<file path="src/rtl/covct_pkg.sv">
package covct_pkg;

  // Command codes of an input request.
  typedef enum logic [1:0] {
    CmdRegister = 2'd0,
    CmdFrame    = 2'd1,
    CmdQuery    = 2'd2
  } cmd_e;

  // Result status codes.
  typedef enum logic [1:0] {
    StatusOk       = 2'd0,
    StatusNotFound = 2'd1,
    StatusFull     = 2'd2
  } status_e;

  // Byte 0 of a frame that selects the alternate value layout.
  localparam logic [7:0] FrameAltTag = 8'h01;

  typedef struct packed {
    logic [1:0]  command;
    logic [10:0] can_id;
    logic [15:0] obj_index;
    logic [7:0]  obj_subindex;
    logic [63:0] frame_data;
  } in_req_t;

  typedef struct packed {
    logic [1:0]         status;
    logic [31:0]        value;
    logic signed [15:0] short_value;
  } out_rsp_t;

endpackage

</file>
<file path="src/rtl/can_object_value_capture_table_core.sv">
// CAN object value capture table. The block keeps up to TABLE_ENTRIES watched
// keys (CAN identifier, object index, subindex) with the last 32-bit value seen
// for each. A register request appends a key with value zero, or reports table
// full. A frame request decodes index, subindex and value from the frame bytes
// and writes the value into every entry whose key matches. A query request
// returns the value of the matching entry in the highest occupied slot, or
// reports not found. Every request gives exactly one result. Requests are
// taken into an input register; while a request sits there, all entries are
// compared in parallel, and when it moves on the table is updated and the
// result is written to the output register. The block sustains one request
// per clock cycle while the output side does not stall. A result is offered
// from the output register once its request has moved on from the input
// register. While a stalled result waits in the output register, the input
// register can still take one more request; after that the input stalls
// until the result is taken.
module can_object_value_capture_table_core #(
  parameter int TABLE_ENTRIES = 16
) (
  input  logic                 clk_i,
  input  logic                 rst_ni,
  input  logic                 in_valid_i,
  output logic                 in_stall_o,
  input  covct_pkg::in_req_t   in_req_i,
  output logic                 out_valid_o,
  input  logic                 out_stall_i,
  output covct_pkg::out_rsp_t  out_rsp_o
);

  localparam int CntW = $clog2(TABLE_ENTRIES + 1);
  localparam logic [CntW-1:0] CntFull = CntW'(TABLE_ENTRIES);

  // Input register.
  logic               in_valid_q;
  covct_pkg::in_req_t in_q;

  // Output register.
  logic                out_valid_q;
  covct_pkg::out_rsp_t out_q;
  covct_pkg::out_rsp_t out_d;

  // Table storage. Only the valid bits and the fill count are reset; the key
  // and value fields are written when a slot becomes valid.
  logic [TABLE_ENTRIES-1:0] ent_valid_q;
  logic [10:0]              ent_id_q    [TABLE_ENTRIES];
  logic [15:0]              ent_index_q [TABLE_ENTRIES];
  logic [7:0]               ent_sub_q   [TABLE_ENTRIES];
  logic [31:0]              ent_value_q [TABLE_ENTRIES];
  logic [CntW-1:0]          ent_count_q;

  logic                     advance;
  logic                     in_accept;
  logic [15:0]              key_index;
  logic [7:0]               key_sub;
  logic [31:0]              frame_value;
  logic [TABLE_ENTRIES-1:0] match;
  logic                     is_register;
  logic                     is_frame;
  logic                     table_full;
  logic                     found;
  logic [31:0]              found_value;

  // The input register moves on whenever the output register is empty or is
  // being emptied in this cycle.
  assign advance    = in_valid_q && (!out_valid_q || !out_stall_i);
  assign in_stall_o = in_valid_q && !advance;
  assign in_accept  = in_valid_i && !in_stall_o;

  assign out_valid_o = out_valid_q;
  assign out_rsp_o   = out_q;

  always_ff @(posedge clk_i or negedge rst_ni) begin
    if (!rst_ni) begin
      in_valid_q <= 1'b0;
    end else if (in_accept) begin
      in_valid_q <= 1'b1;
    end else if (advance) begin
      in_valid_q <= 1'b0;
    end
  end

  always_ff @(posedge clk_i) begin
    if (in_accept) begin
      in_q <= in_req_i;
    end
  end

  assign is_register = (in_q.command == covct_pkg::CmdRegister);
  assign is_frame    = (in_q.command == covct_pkg::CmdFrame);
  assign table_full  = (ent_count_q == CntFull);

  // Frame decode. Normally the frame carries index, subindex and value
  // directly. With the alternate tag in byte 0, index and subindex are zero
  // and the value is assembled from bytes 3, 2, 5 and 4.
  always_comb begin
    frame_value = in_q.frame_data[63:32];
    key_index   = in_q.obj_index;
    key_sub     = in_q.obj_subindex;
    if (is_frame) begin
      if (in_q.frame_data[7:0] != covct_pkg::FrameAltTag) begin
        key_index = in_q.frame_data[23:8];
        key_sub   = in_q.frame_data[31:24];
      end else begin
        key_index   = 16'h0000;
        key_sub     = 8'h00;
        frame_value = {in_q.frame_data[31:24], in_q.frame_data[23:16],
                       in_q.frame_data[47:40], in_q.frame_data[39:32]};
      end
    end
  end

  // Parallel key compare across all slots.
  always_comb begin
    for (int i = 0; i < TABLE_ENTRIES; i++) begin
      match[i] = ent_valid_q[i] && (ent_id_q[i] == in_q.can_id) &&
                 (ent_index_q[i] == key_index) && (ent_sub_q[i] == key_sub);
    end
  end

  // Query picks the highest matching slot: later slots override earlier ones.
  always_comb begin
    found       = 1'b0;
    found_value = 32'h0000_0000;
    for (int i = 0; i < TABLE_ENTRIES; i++) begin
      if (match[i]) begin
        found       = 1'b1;
        found_value = ent_value_q[i];
      end
    end
  end

  // Result of the request in the input register.
  always_comb begin
    out_d.status      = covct_pkg::StatusOk;
    out_d.value       = 32'h0000_0000;
    out_d.short_value = 16'sh0000;
    unique case (in_q.command)
      covct_pkg::CmdRegister: begin
        if (table_full) begin
          out_d.status = covct_pkg::StatusFull;
        end
      end
      covct_pkg::CmdFrame: begin
        out_d.status = covct_pkg::StatusOk;
      end
      covct_pkg::CmdQuery: begin
        if (found) begin
          out_d.value       = found_value;
          out_d.short_value = signed'(found_value[15:0]);
        end else begin
          out_d.status = covct_pkg::StatusNotFound;
        end
      end
      default: begin
        out_d.status = covct_pkg::StatusOk;
      end
    endcase
  end

  always_ff @(posedge clk_i or negedge rst_ni) begin
    if (!rst_ni) begin
      out_valid_q <= 1'b0;
    end else if (advance) begin
      out_valid_q <= 1'b1;
    end else if (!out_stall_i) begin
      out_valid_q <= 1'b0;
    end
  end

  always_ff @(posedge clk_i) begin
    if (advance) begin
      out_q <= out_d;
    end
  end

  // Table control state: valid bits and fill count.
  always_ff @(posedge clk_i or negedge rst_ni) begin
    if (!rst_ni) begin
      ent_valid_q <= '0;
      ent_count_q <= '0;
    end else if (advance && is_register && !table_full) begin
      for (int i = 0; i < TABLE_ENTRIES; i++) begin
        if (CntW'(i) == ent_count_q) begin
          ent_valid_q[i] <= 1'b1;
        end
      end
      ent_count_q <= ent_count_q + 1'b1;
    end
  end

  // Table keys and values. A new key starts with value zero; a frame writes
  // every matching slot.
  always_ff @(posedge clk_i) begin
    for (int i = 0; i < TABLE_ENTRIES; i++) begin
      if (advance && is_register && !table_full && (CntW'(i) == ent_count_q)) begin
        ent_id_q[i]    <= in_q.can_id;
        ent_index_q[i] <= in_q.obj_index;
        ent_sub_q[i]   <= in_q.obj_subindex;
        ent_value_q[i] <= 32'h0000_0000;
      end else if (advance && is_frame && match[i]) begin
        ent_value_q[i] <= frame_value;
      end
    end
  end

endmodule

</file>
<file path="config.mk">
export PLATFORM = sky130hd
export DESIGN_NAME = can_object_value_capture_table_core
export DESIGN_NICKNAME = d
export VERILOG_FILES = /design/src/rtl/covct_pkg.sv /design/src/rtl/can_object_value_capture_table_core.sv
export SDC_FILE = /design/constraint.sdc
export NUM_CORES = 2
export LEC_CHECK = 0
export BUFFER_PORTS_ARGS = -buffer_cell sky130_fd_sc_hd__buf_2
export CORE_MARGIN = 4
export CORE_UTILIZATION = 25
export CTS_CLUSTER_DIAMETER = 200
export DETAILED_ROUTE_END_ITERATION = 12
export MAX_ROUTING_LAYER = met4
export SLEW_MARGIN = 10
export SYNTH_ARGS = -nofsm -noshare
export SYNTH_HDL_FRONTEND = slang
export SYNTH_SLANG_ARGS = --single-unit
</file>
<file path="constraint.sdc">
create_clock -name clk_i -period 5 [get_ports clk_i]
set_input_delay 0.5 -clock clk_i [delete_from_list [all_inputs] [get_ports clk_i]]
set_output_delay 0.5 -clock clk_i [all_outputs]
set_load 0.01 [all_outputs]
</file>
== Word-level counts from Yosys, hierarchy flattened ==
Memory sizes are Yosys's and may differ from the RTL's.
Index checks and enable logic that the tools add are counted.

* Equality and inequality tests: 68
* $add $sub $neg: 1
* Bitwise logic cells: 16
* Reduce and logical (&&, ||, !) cells: 157
* Mux-type cells: 276

{| class="wikitable"
|+ Operator list
! cell !! count
|-
| $mux 32 || 34
|-
| $mux 16 || 17
|-
| $eq 16x16->1 || 16
|-
| $reduce_or 16->1 || 15
|-
| $mux 4 || 45
|-
| $eq 11x11->1 || 16
|-
| $mux 11 || 15
|-
| $reduce_or 11->1 || 15
|-
| $mux 1 || 146
|-
| $mux 8 || 17
|-
| $eq 8x8->1 || 16
|-
| $reduce_or 8->1 || 15
|-
| $logic_and 1x1->1 || 86
|-
| $eq 4x5->1 const A || 8
|-
| $reduce_and 2->1 || 17
|-
| $eq 3x5->1 const A || 4
|-
| $or 1x1->1 || 16
|-
| $eq 2x5->1 const A || 2
|-
| $ne 8x1->1 const B || 1
|-
| $add 5x1->5 const B || 1
|-
| $eq 1x5->1 const A || 1
|-
| $eq 5x5->1 const B || 1
|-
| $logic_not 1->1 || 5
|-
| $logic_not 5->1 || 1
|-
| other kinds (8) || 8
|}

* Output and inout bits: 52
* Memories: 4
* Logic and storage cells: 549
* Memory bits (writable): 1072
* Flip-flop bits (word level): 174
* Input port bits: 105

{| class="wikitable"
|+ Memory list
! memory !! words !! bits a word !! rd ports !! clocked after memory_dff !! wr ports !! RTL line !! text
|-
| ent_value_q || 16 || 32 || 16 || 0 || 16 || can_object_value_capture_table_core.sv:47 || <nowiki>logic [31:0] ent_value_q [TABLE_ENTRIES];</nowiki>
|-
| ent_index_q || 16 || 16 || 16 || 0 || 1 || can_object_value_capture_table_core.sv:45 || <nowiki>logic [15:0] ent_index_q [TABLE_ENTRIES];</nowiki>
|-
| ent_id_q || 16 || 11 || 16 || 0 || 1 || can_object_value_capture_table_core.sv:44 || <nowiki>logic [10:0] ent_id_q [TABLE_ENTRIES];</nowiki>
|-
| ent_sub_q || 16 || 8 || 16 || 0 || 1 || can_object_value_capture_table_core.sv:46 || <nowiki>logic [7:0] ent_sub_q [TABLE_ENTRIES];</nowiki>
|}

== Longest topological paths before layout ==
* Word-level depth: 24
* Mapped depth: 19
* Gate-level depth less buffers: 11

== Worst setup path after synthesis ==
No wires, ideal clock.

* Path kind: register to register
* Start point: register in_q[100] in the netlist's numbering
* End point: memory ent_value_q[0][0], enable pin
* Stages on the path, launching flop included: 8
* Buffers on the path: 2
* Library setup time: 0.394 ns
* Setup slack: -0.394 ns
* Data required time: 4.606 ns
* Arrival time: 5.001 ns
* Clock period less this slack: 5.394 ns
* Path through: edfxtp_1 clkbuf_1 clkbuf_1 or3_1 nor2_1 nand2_1 nor3_1 nand2b_1

{| class="wikitable"
|+ RTL lines
! item !! RTL line !! text
|-
| from (decl) || can_object_value_capture_table_core.sv:34 || <nowiki>covct_pkg::in_req_t in_q;</nowiki>
|-
| from (signal assigned) || can_object_value_capture_table_core.sv:83 || <nowiki>in_q <= in_req_i;</nowiki>
|-
| to (decl) || can_object_value_capture_table_core.sv:47 ||
|}

== Final worst setup path ==
* Start point: register in_q[5] in the netlist's numbering
* End point: register out_q, in the netlist out_rsp_o[18] (data pin)

* Cells in the longest elaborated chain, start to end: 23
* Elaborated cells on any way between the ends: 102
* Classes of those cells: eq/ne: 33; mux: 36; reduce/logical: 33

{| class="wikitable"
|+ RTL lines
! item !! RTL line !! text
|-
| $ne 8x1->1 (*) || can_object_value_capture_table_core.sv:99 || <nowiki>if (in_q.frame_data[7:0] != covct_pkg::FrameAltTag) begin</nowiki>
|-
| $mux 16 || can_object_value_capture_table_core.sv:99 ||
|-
| $mux 16 || can_object_value_capture_table_core.sv:98 || <nowiki>if (is_frame) begin</nowiki>
|-
| $eq 16x16->1 || can_object_value_capture_table_core.sv:115 || <nowiki>(ent_index_q[i] == key_index) && (ent_sub_q[i] == key_sub);</nowiki>
|-
| $logic_and 1x1->1 || can_object_value_capture_table_core.sv:114 || <nowiki>match[i] = ent_valid_q[i] && (ent_id_q[i] == in_q.can_id) &&</nowiki>
|-
| $logic_and 1x1->1 || can_object_value_capture_table_core.sv:115 ||
|-
| $mux 1 (16 in a row) || can_object_value_capture_table_core.sv:124 || <nowiki>if (match[i]) begin</nowiki>
|-
| $reduce_and 2->1 (no source line) || n/a ||
|-
| to (signal assigned) || can_object_value_capture_table_core.sv:171 || <nowiki>out_q <= out_d;</nowiki>
|-
| to (decl) || can_object_value_capture_table_core.sv:38 || <nowiki>covct_pkg::out_rsp_t out_q;</nowiki>
|}

Every way passes the cells marked *; elsewhere a longest branch is shown, timed or not.
A chain may end at the register's enable or synchronous reset.

==> flow_metrics.tcl <==
set metrics [dict create \
    grt_pass1_wl_mm 306 \
    power.switching_uw 6000 \
    yosysMostFrequentCell "edfxtp_1" \
    worst-endpoint-arrival_ns 5.53 \
    drive_above_1_share 0.189 \
    vias 43000 \
    crit_path_top_delay_cell "or4_2" \
    fp.coreArea_sq_um 225000 \
    cts_buffers 139 \
    initial_core_util 0.252 \
    fin_tns_setup_ns 0 \
    ios 157 \
    synth-async-reset-ratio 0.0187 \
    drc 0 \
    internal_power_uw 18100 \
    drv_slew 0 \
    h-tree-depth 4 \
    netlist_area_sq_um 56800 \
    synth_edf_count 1207 \
    ys_seq_area_frac 0.649 \
    dp.cells 7791 \
    leakage_uw 0.0247 \
    finalCriticalPeriod_ns 4.89 \
    synth_largest_area_cell "edfxtp_1" \
    dp_hpwl_mm 149 \
    antenna_left 0 \
    grt_usage 0.183 \
    grt_max_degree 257 \
    place_congestion 0.975 \
    critPathMaxStageDelay_ns 0.61 \
    muxShareOfSynthArea 0.00805 \
    grt-ovfl-total 0 \
    clock_path_buffers 3 \
    synthesis.nets 4653 \
    yosys.area.top_type_share 0.639 \
    sequentialPowerShare 0.491 \
    fp.dieH_um 484 \
    critPathCaptureType "register" \
    placementRows 174 \
    die_w_um 484 \
    syn_avg_cell_area_sq_um 12.5 \
    crit_top_cell "buf_12" \
    grt_pass1_vias 41200 \
    clock.fmax_mhz 204 \
    dr.pass1.iters 6 \
    insertion_delay_ns 0.81 \
    fin_crit_sh 0.979 \
    cp-start-kind "register" \
    maxSlewHeadroom 0.232 \
    netlist_top_cells_count "edfxtp_1, nor2_1, and3_1, clkbuf_1, a21oi_1" \
    skew_ns 0.0380 \
    hold_class "in -> async" \
    antenna_found_initial 6 \
    max_slew.worst_pin.slew_ns 1.13 \
    ys_types 93 \
    synth_seq_cells 1230 \
    status "finished clean" \
    synth_compound_area_frac 0.112 \
    cts.clk_slew.worst_paths_ns 0.06 \
    post_drt_via_cell_ratio 5.27 \
    drv_cap 0 \
    swShare 0.249 \
    synth_top_family_by_area "simple AND/OR/NAND/NOR gates" \
    power.share.combinational 0.078 \
    wl_per_cell_um 26.5 \
    cts_tree "done" \
    vdd_ir_drop_max_v 0.000290 \
    dieArea_sq_um 235000 \
    fillers 22500 \
    p_clk_frac 0.431 \
    critPathKind "reg -> reg" \
    syn_inst 4543 \
    root_buffer "clkbuf_16" \
    synthAdderAreaFrac 0.00110 \
    cp_top_family "simple AND/OR/NAND/NOR gates" \
    synthTopCellsByArea "edfxtp_1, and3_1, xnor2_1, nor2_1, a21oi_1" \
    area_growth_pct 24.1 \
    cp.required_ns 5.64 \
    yosys_warnings 0 \
    finalNonFillerCells 8169 \
    clock-sinks 1230 \
    detail_route.iter0.violations 5642 \
    wirelength_mm 217 \
    timing.hold.ws_ns 0.340 \
    cp_max_fo 25 \
    power_density_nw_per_um2 343 \
    hold_violations 0 \
    yosys.area_share.simple 0.156 \
    synth_ff_type "edfxtp_1" \
    report.final.setup_viol 0 \
    portBuffers 156 \
    synth_xor_area_frac 0.0392 \
    crit_chain "nor4_4, buf_12, nand3_2, buf_4, nand2_1, o221ai_2, or4_4, or4_2, buf_12, buf_12, nand3b_1, o221ai_1, a31oi_1, o211ai_1, o22ai_1" \
    crit_buf_inv 4 \
    fin_nets 5178 \
]
[state kept, by name, indices dropped and copies added, names as in the netlist]
register,flops
in_valid_q,1
ent_valid_q,16
ent_sub_q,128
out_rsp_o,34
ent_value_q,512
in_q,101
out_valid_o,1
ent_index_q,256
ent_count_q,5
ent_id_q,176
[power by group through the flow]
stage	logic, uW	clock network (uW)	registers, uW
after detailed placement	1760	0	12100
final	1890	10400	11800
after CTS	1840	10600	11800
after floorplan	884	0	11900
after global routing	1980	11000	11900
after global placement	1740	0	12100
[through the flow]
stage	util	setup slack (ns)	total power, uW	instance area (sq um)
detailed placement	0.285	-0.640	13800	64300
finish	0.313	0.106	24100	70400
CTS	0.311	-0.0266	24300	70100
global route	0.313	-0.00212	24900	70400
floorplan	-	0.0621	12800	56800
global placement	0.285	-0.529	13800	64300
[layout by cell type (no fill, tap or decap), types with 61 or more instances in the layout]
cell type and instances:
a21oi_1 190, nor2_1 419, nand4_1 102, and3_1 378
xnor2_1 193, buf_4 398, edfxtp_1 1207, clkbuf_16 142
dlygate4sd3_1 105, xor2_1 61, buf_2 156, nor3_1 130
o22ai_1 91, buf_12 66, inv_1 112, nand2_1 175
o21ai_0 76, o211ai_1 76
[layer usage]
layer	wire (um)	up-vias	share of wire	GRT usage
met2	98800	2376	0.46	0.282
met3	19800	447	0.092	0.0344
li1	-	18600	-	-
met4	8520	0	0.039	0.0633
met1	89600	21600	0.41	0.241
met5	0	-	0	-
[cell families (layout without fill, tap and decap cells)]
| kind of cell | Yosys count | count (layout) |
|---|---|---|
| mux | 43 | 43 |
| other cells | 0 | 5 |
| fa+ha+maj | 5 | 5 |
| xor+xnor | 254 | 254 |
| simple gates | 1640 | 1641 |
| flops | 1230 | 1230 |
| compound gates | 909 | 909 |
| buf+inv | 462 | 1090 |
[timing repair]
item	in CTS	in global routing
pin swaps	1	5
gates resized for setup	15	26
hold buffers	105	0
setup endpoints to repair	64	32
buffers inserted	1	18
endpoints found under the hold margin	126	0
gates cloned	1	3
[final timing paths]
path	startpoint	endpoint	slack [ns]	depth (start not counted)
worst max-delay path	in_q[5]$_DFFE_PP_	out_rsp_o[18]$_SDFFCE_PN0P_	0.11	15
worst min-delay path	rst_ni	ent_valid_q[4]$_DFFE_PN0P_	0.34	2
worst max register to register	in_q[5]$_DFFE_PP_	out_rsp_o[18]$_SDFFCE_PN0P_	0.11	15
worst min register to register	ent_valid_q[10]$_DFFE_PN0P_	ent_valid_q[10]$_DFFE_PN0P_	0.46	1
max in group asynchronous	rst_ni	ent_count_q[1]$_DFFE_PN0P_	4.08	2
min in group clk_i	in_req_i[19]	in_q[19]$_DFFE_PP_	0.41	2
[cell type report]
class | instances | area (sq um) | area share
Antenna cell | 5 | 12.5 | 0.000178
Clock buffer | 171 | 3660 | 0.0520
Clock inverter | 74 | 910 | 0.0129
Inverter | 114 | 428 | 0.00607
Multi-Input combinational cell | 2852 | 18600 | 0.264
Sequential cell | 1230 | 36800 | 0.523
Tap cell | 2992 | 3740 | 0.0531
Timing Repair Buffer | 731 | 6260 | 0.0889
(Power assumes the default switching activity.)
